## src/frpa_pkg.sv

```systemverilog
// Package with the shared types and constants of the free region page allocator.
package frpa_pkg;

	localparam int MAX_REGIONS = 32;
	localparam int MAX_PAGES   = 64;
	localparam int PAGE_SH     = 12;
	localparam int IDX_W       = $clog2(MAX_REGIONS);
	localparam int CNT_W       = $clog2(MAX_REGIONS + 1);
	localparam int PG_W        = $clog2(MAX_PAGES + 1);

	localparam logic [63:0] PAGE_BYTES = 64'd1 << PAGE_SH;
	localparam logic [63:0] PAGE_MASK  = PAGE_BYTES - 64'd1;

	localparam logic [1:0] OP_ADD = 2'd0;
	localparam logic [1:0] OP_RSV = 2'd1;
	localparam logic [1:0] OP_MAP = 2'd2;

	localparam logic [1:0] ST_OK   = 2'd0;
	localparam logic [1:0] ST_FULL = 2'd1;
	localparam logic [1:0] ST_OOM  = 2'd2;

	typedef struct packed {
		logic [63:0] base;
		logic [63:0] len;
	} region_t;

	typedef enum logic [1:0] {
		CELL_HOLD,
		CELL_NEXT,
		CELL_PREV,
		CELL_EXT
	} cell_sel_t;

	typedef struct packed {
		region_t         rsv_reg;
		logic [63:0]     rsv_lost;
		logic            rsv_hit;
		logic            pend_vld;
		region_t         pend;
		region_t         aln_reg;
		logic [63:0]     aln_off;
		logic            aln_hit;
		logic [PG_W-1:0] aln_pages;
	} head_res_t;

endpackage

```

## src/frpa_cell.sv

```systemverilog
// One table cell: holds a region and loads it from a neighbour or an external source.
module frpa_cell (
	input  logic               clk,
	input  frpa_pkg::cell_sel_t sel,
	input  frpa_pkg::region_t  prev,
	input  frpa_pkg::region_t  next,
	input  frpa_pkg::region_t  ext,
	input  logic [63:0]        cmp_base,
	output frpa_pkg::region_t  q,
	output logic               ge
);
	import frpa_pkg::*;

	region_t reg_q;

	always_ff @(posedge clk) begin
		unique case (sel)
			CELL_HOLD: reg_q <= reg_q;
			CELL_NEXT: reg_q <= next;
			CELL_PREV: reg_q <= prev;
			CELL_EXT:  reg_q <= ext;
			default:   reg_q <= reg_q;
		endcase
	end

	assign q  = reg_q;
	assign ge = reg_q.base >= cmp_base;

endmodule

```

## config.mk

```make
export PLATFORM = sky130hd
export DESIGN_NAME = frpa_cell
export DESIGN_NICKNAME = d
export VERILOG_FILES = /design/src/frpa_pkg.sv /design/src/frpa_cell.sv
export SDC_FILE = /design/constraint.sdc
export NUM_CORES = 1
export LEC_CHECK = 0
export BUFFER_PORTS_ARGS = -buffer_cell sky130_fd_sc_hd__buf_2
export CAP_MARGIN = 40
export CORE_AREA = 2 2 225 227
export CTS_CLUSTER_DIAMETER = 60
export DETAILED_ROUTE_END_ITERATION = 7
export DIE_AREA = 0 0 227 229
export GPL_TIMING_DRIVEN = 0
export PLACE_DENSITY_LB_ADDON = 0.12
export REMOVE_ABC_BUFFERS = 1
export SLEW_MARGIN = 20
export SYNTH_ARGS = -nofsm -noshare
export SYNTH_HDL_FRONTEND = slang
export SYNTH_SLANG_ARGS = --single-unit
```

## constraint.sdc

```tcl
create_clock -name clk -period 4.5 [get_ports clk]
set_input_delay 0.9 -clock clk [delete_from_list [all_inputs] [get_ports clk]]
set_output_delay 0.9 -clock clk [all_outputs]
set_load 0.03 [all_outputs]
```

### Yosys cells after proc, flatten, opt, wreduce, memory -nomap -nowiden

Index checks and enable logic that the tools add are counted.

| cells by class | value |
|---|---|
| eq/ne operators | 3 |
| magnitude comparators | 1 |
| mux-type cells | 1 |
| reductions and logical operators | 1 |

Operators with widths:

| operator | number |
|---|---|
| 128-bit one-hot mux with 3 select lines | 1 |
| 64-bit >= comparator | 1 |
| 2-bit equality test, second input constant | 2 |
| 2-bit by 1-bit equality test with 1-bit output, second input constant | 1 |
| 2-bit logical NOT | 1 |

| word-level totals | value |
|---|---|
| output and inout bits | 129 |
| register bits after elaboration | 128 |
| logic and storage cells | 8 |

### Depth between registers and ports, before layout

Gate-level depths: netlist of run 1.

| logic depth | value |
|---|---|
| depth after elaboration | 2 |
| mapped depth | 8 |
| mapped depth without buffers | 8 |

### Least setup slack after synthesis of run 1

No wires, ideal clock.

| timing path | value |
|---|---|
| kind | input to register |
| start | input sel[0] |
| end | register reg_q (netlist bit q[0]) (enable) |
| stages | 4 |
| arrival | 3,178 ps |
| path slack | 889 ps |
| path buffers | 3 |
| library setup time | 433 ps |
| required time | 4,067 ps |
| cells stage by stage | clkbuf_1 -> buf_2 -> buf_2 -> or2_2 |

| on the way | value |
|---|---|
| word-level cells in the longest chain between the ends | 1 |

Ends and longest elaborated chain:

| element | line | source |
|---|---|---|
| from (decl) | frpa_cell.sv:4 | `input frpa_pkg::cell_sel_t sel,` |
| 2-bit logical NOT | frpa_cell.sv:17 | `unique case (sel)` |
| to (signal assigned) | frpa_cell.sv:18 | `CELL_HOLD: reg_q <= reg_q;` |
| to (signal assigned) | frpa_cell.sv:19 | `CELL_NEXT: reg_q <= next;` |
| to (signal assigned) | frpa_cell.sv:20 | `CELL_PREV: reg_q <= prev;` |
| to (decl) | frpa_cell.sv:14 | `region_t reg_q;` |

Every way passes these cells.
A chain may end at the register's enable or synchronous reset.

### Worst setup path after layout of run 1

| timing path | value |
|---|---|
| start | input cmp_base[5] |
| end | output ge |

| on the way | value |
|---|---|
| word-level cells in the longest chain between the ends | 1 |

Ends and longest elaborated chain:

| element | line | source |
|---|---|---|
| from (decl) | frpa_cell.sv:8 | `input logic [63:0] cmp_base,` |
| 64-bit >= comparator | frpa_cell.sv:27 | `assign ge = reg_q.base >= cmp_base;` |
| to (decl) | frpa_cell.sv:10 | `output logic ge` |

Every way passes these cells.

==> results by group, run 1 <==
Clock tree
  – Root Buffer: clkbuf_16
  – Clk sinks: 128
  – Post-CTS Hold Buffers: 0
  – Clock slew at reported path FFs: 0.06 ns
  – CTS max path bufs: 2
  – Setup bufs post-CTS: 0
  – CTS resizes: 0
  – H-tree depth: 4
  – CTS tree: yes
  – Total CTS buffers: 17

Pwr
  – Clock Power Share: 0.365
  – NetSw: 1.37 mW
  – Design Power: 4.21 mW
  – Gate power share: 0.269
  – Power Density: 340 nW/um2
  – Power Internal: 2.84 mW
  – Worst vdd ir: 233 uV
  – Cell leakage power: 6.14 nW
  – Sw Ratio: 0.325
  – Part of the power in registers: 0.366

Worst setup path
  – Critical Path Slowest Stage Cell: a2111oi_2
  – Most used cell, CP: buf_2
  – Worst Path Arrival: 3.05 ns
  – CP Class: input port to output pin
  – Critical path, cell by cell: buf_2 > inv_1 > ha_1 > a21oi_1 > o21ai_0 > a221o_1 > o31a_1 > a2111oi_2 > o21ai_1 > buf_2
  – CP Launch Type: input port
  – Delay of the slowest critical-path stage: 0.40 ns
  – Crit path capture type: output pin
  – Worst Path Required: 3.60 ns
  – CP Buf/Inv Count: 3
  – Crit path max fanout: 2
  – Delay-heaviest family, CP: compound AO/OA/AOI/OAI gates

STA
  – Final setup vio count: 0
  – Slew Viols, Final: 0
  – Final hold violation count: 0
  – RSZ-0062 raised after global routing: false
  – Final min period: 3.95 ns
  – Final Cycle Share: 0.878
  – Max-slew headroom: 0.477
  – Hold Slack: 0.736 ns
  – Slew @ Worst Pin: 0.784 ns
  – Fmax: 0.253 GHz
  – Setup_tns: 0 ns

Synthesis
  – Post-synthesis cell area: 8030 um2
  – Synth Register Bits: 128
  – Mapped Avg Cell Area: 10.3 um2
  – Synth top area share: 0.479
  – Most common cell in the netlist: a21oi_1
  – Post-synth top cells: 152 x a21oi_1, 133 x nor2_1, 128 x edfxtp_1, 128 x mux2i_1, 65 x inv_1
  – Synth unique cells: 28
  – Post-synth ARST share: 0
  – Leading area contributor after synthesis: edfxtp_1
  – Sequential-to-total area share from yosys stat: 0.479
  – Ranking of synthesized cells by area: edfxtp_1 48%, mux2i_1 16%, ha_1 10%
  – EDFF count, synth: 128
  – Ys Warns: 0
  – Synth Flop Type: edfxtp_1
  – Cells after Synth: 783

Job
  – Max-capacitance violation count: 0

Die
  – Die W: 227 um
  – # rows: 82
  – Die ar.: 52000 um2
  – IO Count: 580
  – Chip height: 229 um
  – Initial Utilization: 0.162
  – Core area: 49700 um2

Finish
  – P&R area growth vs syn: 54.0%
  – Largest register FFs: 128
  – Layout cells sized above 1: 0.457
  – Layout Nets: 1857

Status
  – Run status: finished, final reports clean

GRT
  – Met3 Track Usage GR: 0.0538
  – Gr busiest metal: met2
  – Largest net degree at the start of global routing: 130
  – GR Layer Usage met1: 0.124
  – Global Route Usage Sum: 0.122
  – Grt met2 use: 0.223
  – Global-route wire length before repair: 45.9 mm
  – Antenna violations before repair: 7
  – GR Overflow Total: 0
  – Vias in the first global route: 7796

Placed design
  – Port bufs: 579
  – Post-DP HPWL: 26.6 mm
  – Gpl congestion: 0.778

Min path
  – Hold Crit Start: next[13]
  – Worst hold path endpoint: q[13]$_DFFE_PP_
  – WHS Path Cells: 3
  – Hold Crit Class: input port to register

Route
  – DRC violations left: 0
  – Total number of vias: 7702
  – Antenna Nets Post-Route: 0
  – Drt initial violations: 244
  – Total Wirelength: 31.7 mm
  – First-pass DRT Iterations: 6
  – DR WL/cell: 15.6 um
  – Via/cell ratio: 3.80
## cell type report
cell class,instances,area (um2)
fillers,5486,37300
flip-flops and latches,128,3840
multi-input cells,546,3770
repair buffers,584,3040
well taps,672,841
clock buffers,17,425
inverters,65,244
clock inverters,15,206
diodes,2,5.00
## per-layer routing
| metal | vias to the layer above | share of wire |
|---|---|---|
| met5 | - | 0.0011 |
| met4 | 6 | 0.014 |
| met3 | 31 | 0.096 |
| met2 | 307 | 0.52 |
| met1 | 3395 | 0.37 |
| li1 | 3963 | - |
## cell families (layout without fill, tap and decap cells)
family / Yosys count / in the layout / share of synthesized area
flip-flops: 128 / 128 / 0.479
multiplexers: 128 / 128 / 0.160
other: 0 / 2 / 0
adder cells (fa/ha/maj): 64 / 64 / 0.0997
buffers and inverters: 109 / 681 / 0.0530
AND/OR/NAND/NOR: 173 / 173 / 0.0883
AO/OA/AOI/OAI: 181 / 181 / 0.121
## placed cells by master, fill, tap and decap left out, types with 2 or more instances in the layout
cell type,Yosys,routed
inv_1,65,65
buf_2,13,577
nand3_1,5,5
a21o_1,10,10
diode_2,0,2
clkbuf_16,0,17
bufinv_16,0,4
a211oi_1,2,2
o21ai_0,7,7
nand4_1,15,15
o211ai_1,2,2
clkinv_2,0,2
a21oi_1,152,152
buf_16,0,3
buf_12,0,2
nor2_1,133,133
nand2_1,13,13
clkinv_4,0,2
mux2i_1,128,128
nor4_1,4,4
ha_1,64,64
edfxtp_1,128,128
clkinvlp_4,0,2
buf_8,0,2
inv_6,0,5
## worst max-delay path by stage
stage                 startpoint               to  slack [ns]  depth (start not counted)
floorplan           cmp_base[14]               ge        1.06                          8
global placement          sel[1]  q[15]$_DFFE_PP_       -2.96                          2
detailed placement   cmp_base[5]               ge        0.40                         10
CTS                  cmp_base[5]               ge        0.39                         10
global route         cmp_base[5]               ge        0.30                         10
finish               cmp_base[5]               ge        0.55                         10
## per-stage QoR
stage	std cells	util	area (um2)	setup slack, ns
2_1_floorplan	739	-	7850	1.06
3_3_place_gp	1990	0.233	11600	-2.96
3_5_place_dp	1995	0.236	11700	0.403
4_1_cts	2027	0.249	12400	0.389
5_1_grt	2027	0.249	12400	0.296
6_report	2029	0.249	12400	0.551
## power groups by stage
stage	logic (mW)	registers [mW]	clock network [mW]
floorplan	0.320	1.85	0
global placement	1.17	1.57	0
detailed placement	1.16	1.57	0
CTS	1.16	1.55	1.62
global route	1.25	1.56	1.65
finish	1.13	1.54	1.54
Note: power is estimated with default switching activity, not from simulation.
==> inputs of run 2 (changes only) <==
clock period = 3.74 ns   (was 4.5 ns; I/O delays follow)
==> results by group, run 2 (same netlist as run 1, synthesis figures left out) <==
STA
  – Final Cycle Share: 0.928
  – Max-slew headroom: 0.478 (+0.000808)
  – Setup_tns: 0 ns (unchanged)
  – Fmax: 0.288 GHz
  – Final setup margin: 0.269 ns (-0.282 ns)
  – RSZ-0062 raised after global routing: false
  – Final min period: 3.47 ns
  – Final hold violation count: 0 (unchanged)
  – Hold Slack: 0.584 ns (-0.151 ns)
  – Slew @ Worst Pin: 0.783 ns (-0.00121 ns)
  – Final setup vio count: 0 (unchanged)
  – Slew Viols, Final: 0 (unchanged)

Placed design
  – Port bufs: 579 (unchanged)
  – Worst slack, placed: -0.0530 ns (-0.456 ns)
  – Post-DP HPWL: 26.6 mm (unchanged)
  – Gpl congestion: 0.778 (unchanged)

Route
  – Total Wirelength: 31.8 mm (about the same)
  – Antenna Nets Post-Route: 0 (unchanged)
  – First-pass DRT Iterations: 6 (unchanged)
  – Total number of vias: 7700 (-0.026%)
  – DR WL/cell: 15.7 um (about the same)
  – Drt initial violations: 244 (unchanged)
  – DRC violations left: 0 (unchanged)
  – Via/cell ratio: 3.79 (about the same)

GRT
  – Vias in the first global route: 7775 (-0.27%)
  – Global Route Usage Sum: 0.122 (-0.000163)
  – Largest net degree at the start of global routing: 130 (unchanged)
  – GR Overflow Total: 0 (unchanged)
  – Antenna violations before repair: 7 (unchanged)
  – Global-route wire length before repair: 45.9 mm (-0.20%)

Worst setup path
  – Delay of the slowest critical-path stage: 0.40 ns (about the same)
  – CP Launch Type: register
  – CP Class: register to output pin
  – Crit path capture type: output pin
  – Critical Path Slowest Stage Cell: edfxtp_1
  – Most used cell, CP: o21ai_1
  – CP Buf/Inv Count: 1 (-2)
  – Worst Path Arrival: 2.72 ns (-0.33 ns)
  – Crit path max fanout: 2 (unchanged)
  – Critical path, cell by cell: ha_1 > a21oi_1 > o21ai_1 > a221o_1 > o31a_1 > a2111oi_4 > o21ai_1 > buf_4
  – Delay-heaviest family, CP: compound AO/OA/AOI/OAI gates
  – Worst Path Required: 2.99 ns (-0.61 ns)

Die
  – Core area: 49700 um2 (unchanged)
  – # rows: 82 (unchanged)
  – IO Count: 580 (unchanged)
  – Chip height: 229 um (unchanged)
  – Initial Utilization: 0.162 (unchanged)
  – Die ar.: 52000 um2 (unchanged)
  – Die W: 227 um (unchanged)

Clock tree
  – Setup bufs post-CTS: 0 (unchanged)
  – CTS tree: yes
  – CTS max path bufs: 2 (unchanged)
  – Total CTS buffers: 17 (unchanged)
  – Clk sinks: 128 (unchanged)
  – Post-CTS Hold Buffers: 0 (unchanged)
  – Root Buffer: clkbuf_16
  – H-tree depth: 4 (unchanged)
  – Clock slew at reported path FFs: 0.06 ns (about the same)

Pwr
  – NetSw: 1.65 mW (+21%)
  – Sw Ratio: 0.325 (about the same)
  – Power Internal: 3.42 mW (+21%)
  – Worst vdd ir: 279 uV (+20%)
  – Clock Power Share: 0.364 (about the same)
  – Gate power share: 0.271 (+0.002)
  – Cell leakage power: 6.15 nW (about the same)
  – Part of the power in registers: 0.366 (about the same)
  – Power Density: 408 nW/um2 (+20%)

Finish
  – Storage element area: 3840 um2 (unchanged)
  – Layout cells sized above 1: 0.461 (+0.00369)
  – Fill cell count: 5484 (-0.036%)
  – Area occupied by multi-input gates: 3820 um2 (+1.4%)
  – Most common cell after layout, fill and taps aside: buf_2
  – P&R area growth vs syn: 54.7%
  – Largest register FFs: 128 (unchanged)
  – Most frequent cells in the layout: 576 x buf_2, 151 x a21oi_1, 133 x nor2_1
  – Layout Nets: 1857 (unchanged)

Status
  – Run status: finished, final reports clean

Job
  – Max-capacitance violation count: 0 (unchanged)

Min path
  – Hold Crit Class: input port to register
-- run 2: changes by cell type in the layout (fill, tap and decap cells not counted), moves of 2 or more --
cell | before | now
nor4_2 | 0 | 2
ha_4 | 0 | 2
nor4_1 | 4 | 2
ha_1 | 64 | 62
-- run 2: repair_timing --
| item | CTS | global route |
|---|---|---|
| endpoints found under the setup margin | 1 | 1 |
| pin swaps | 0 | 3 |
| gates cloned | 0 | 0 |
| resized for setup | 1 | 8 |
-- run 2: final timing paths --
check	slack (ns)	to	cells past startpoint	from
worst max-delay path	0.27	ge	8	q[71]$_DFFE_PP_
worst min-delay path	0.58	q[13]$_DFFE_PP_	3	next[13]
-- run 2: stage by stage --
step | utilization | total power [mW] | instance area [um2] | instances
after floorplan | - | 2.61 | 7850 | 739
after global placement | 0.233 | 3.30 | 11600 | 1990
after detailed placement | 0.236 | 3.28 | 11700 | 1995
after CTS | 0.249 | 5.21 | 12400 | 2027
after global routing | 0.250 | 5.38 | 12400 | 2027
final | 0.250 | 5.08 | 12400 | 2029
-- run 2: area by class of cell --
class / count / area share
flip-flops and latches: 128 / 0.309
clock buffers: 17 / 0.0342
clock inverters: 15 / 0.0166
well taps: 672 / 0.0677
repair buffers: 584 / 0.245
multi-input cells: 546 / 0.307
diodes: 2 / 0.000403
inverters: 65 / 0.0196
-- run 2: layer usage --
layer,part of all wire,track usage,up-vias
met2,0.52,0.223,307
met3,0.095,0.0538,28
met1,0.37,0.124,3396
met4,0.014,0.0362,6
met5,0.0011,0,-
li1,-,-,3963
-- run 2: worst min-delay path, stage by stage --
cell,delay (ns)
buf_2,0.07
nor2_1,0.03
a21oi_1,0.09
-- run 2: power groups by stage --
stage	logic [mW]	registers, mW	clock network, mW
floorplan	0.385	2.22	0
global placement	1.41	1.89	0
detailed placement	1.39	1.89	0
CTS	1.40	1.86	1.95
global route	1.52	1.88	1.98
finish	1.37	1.86	1.85
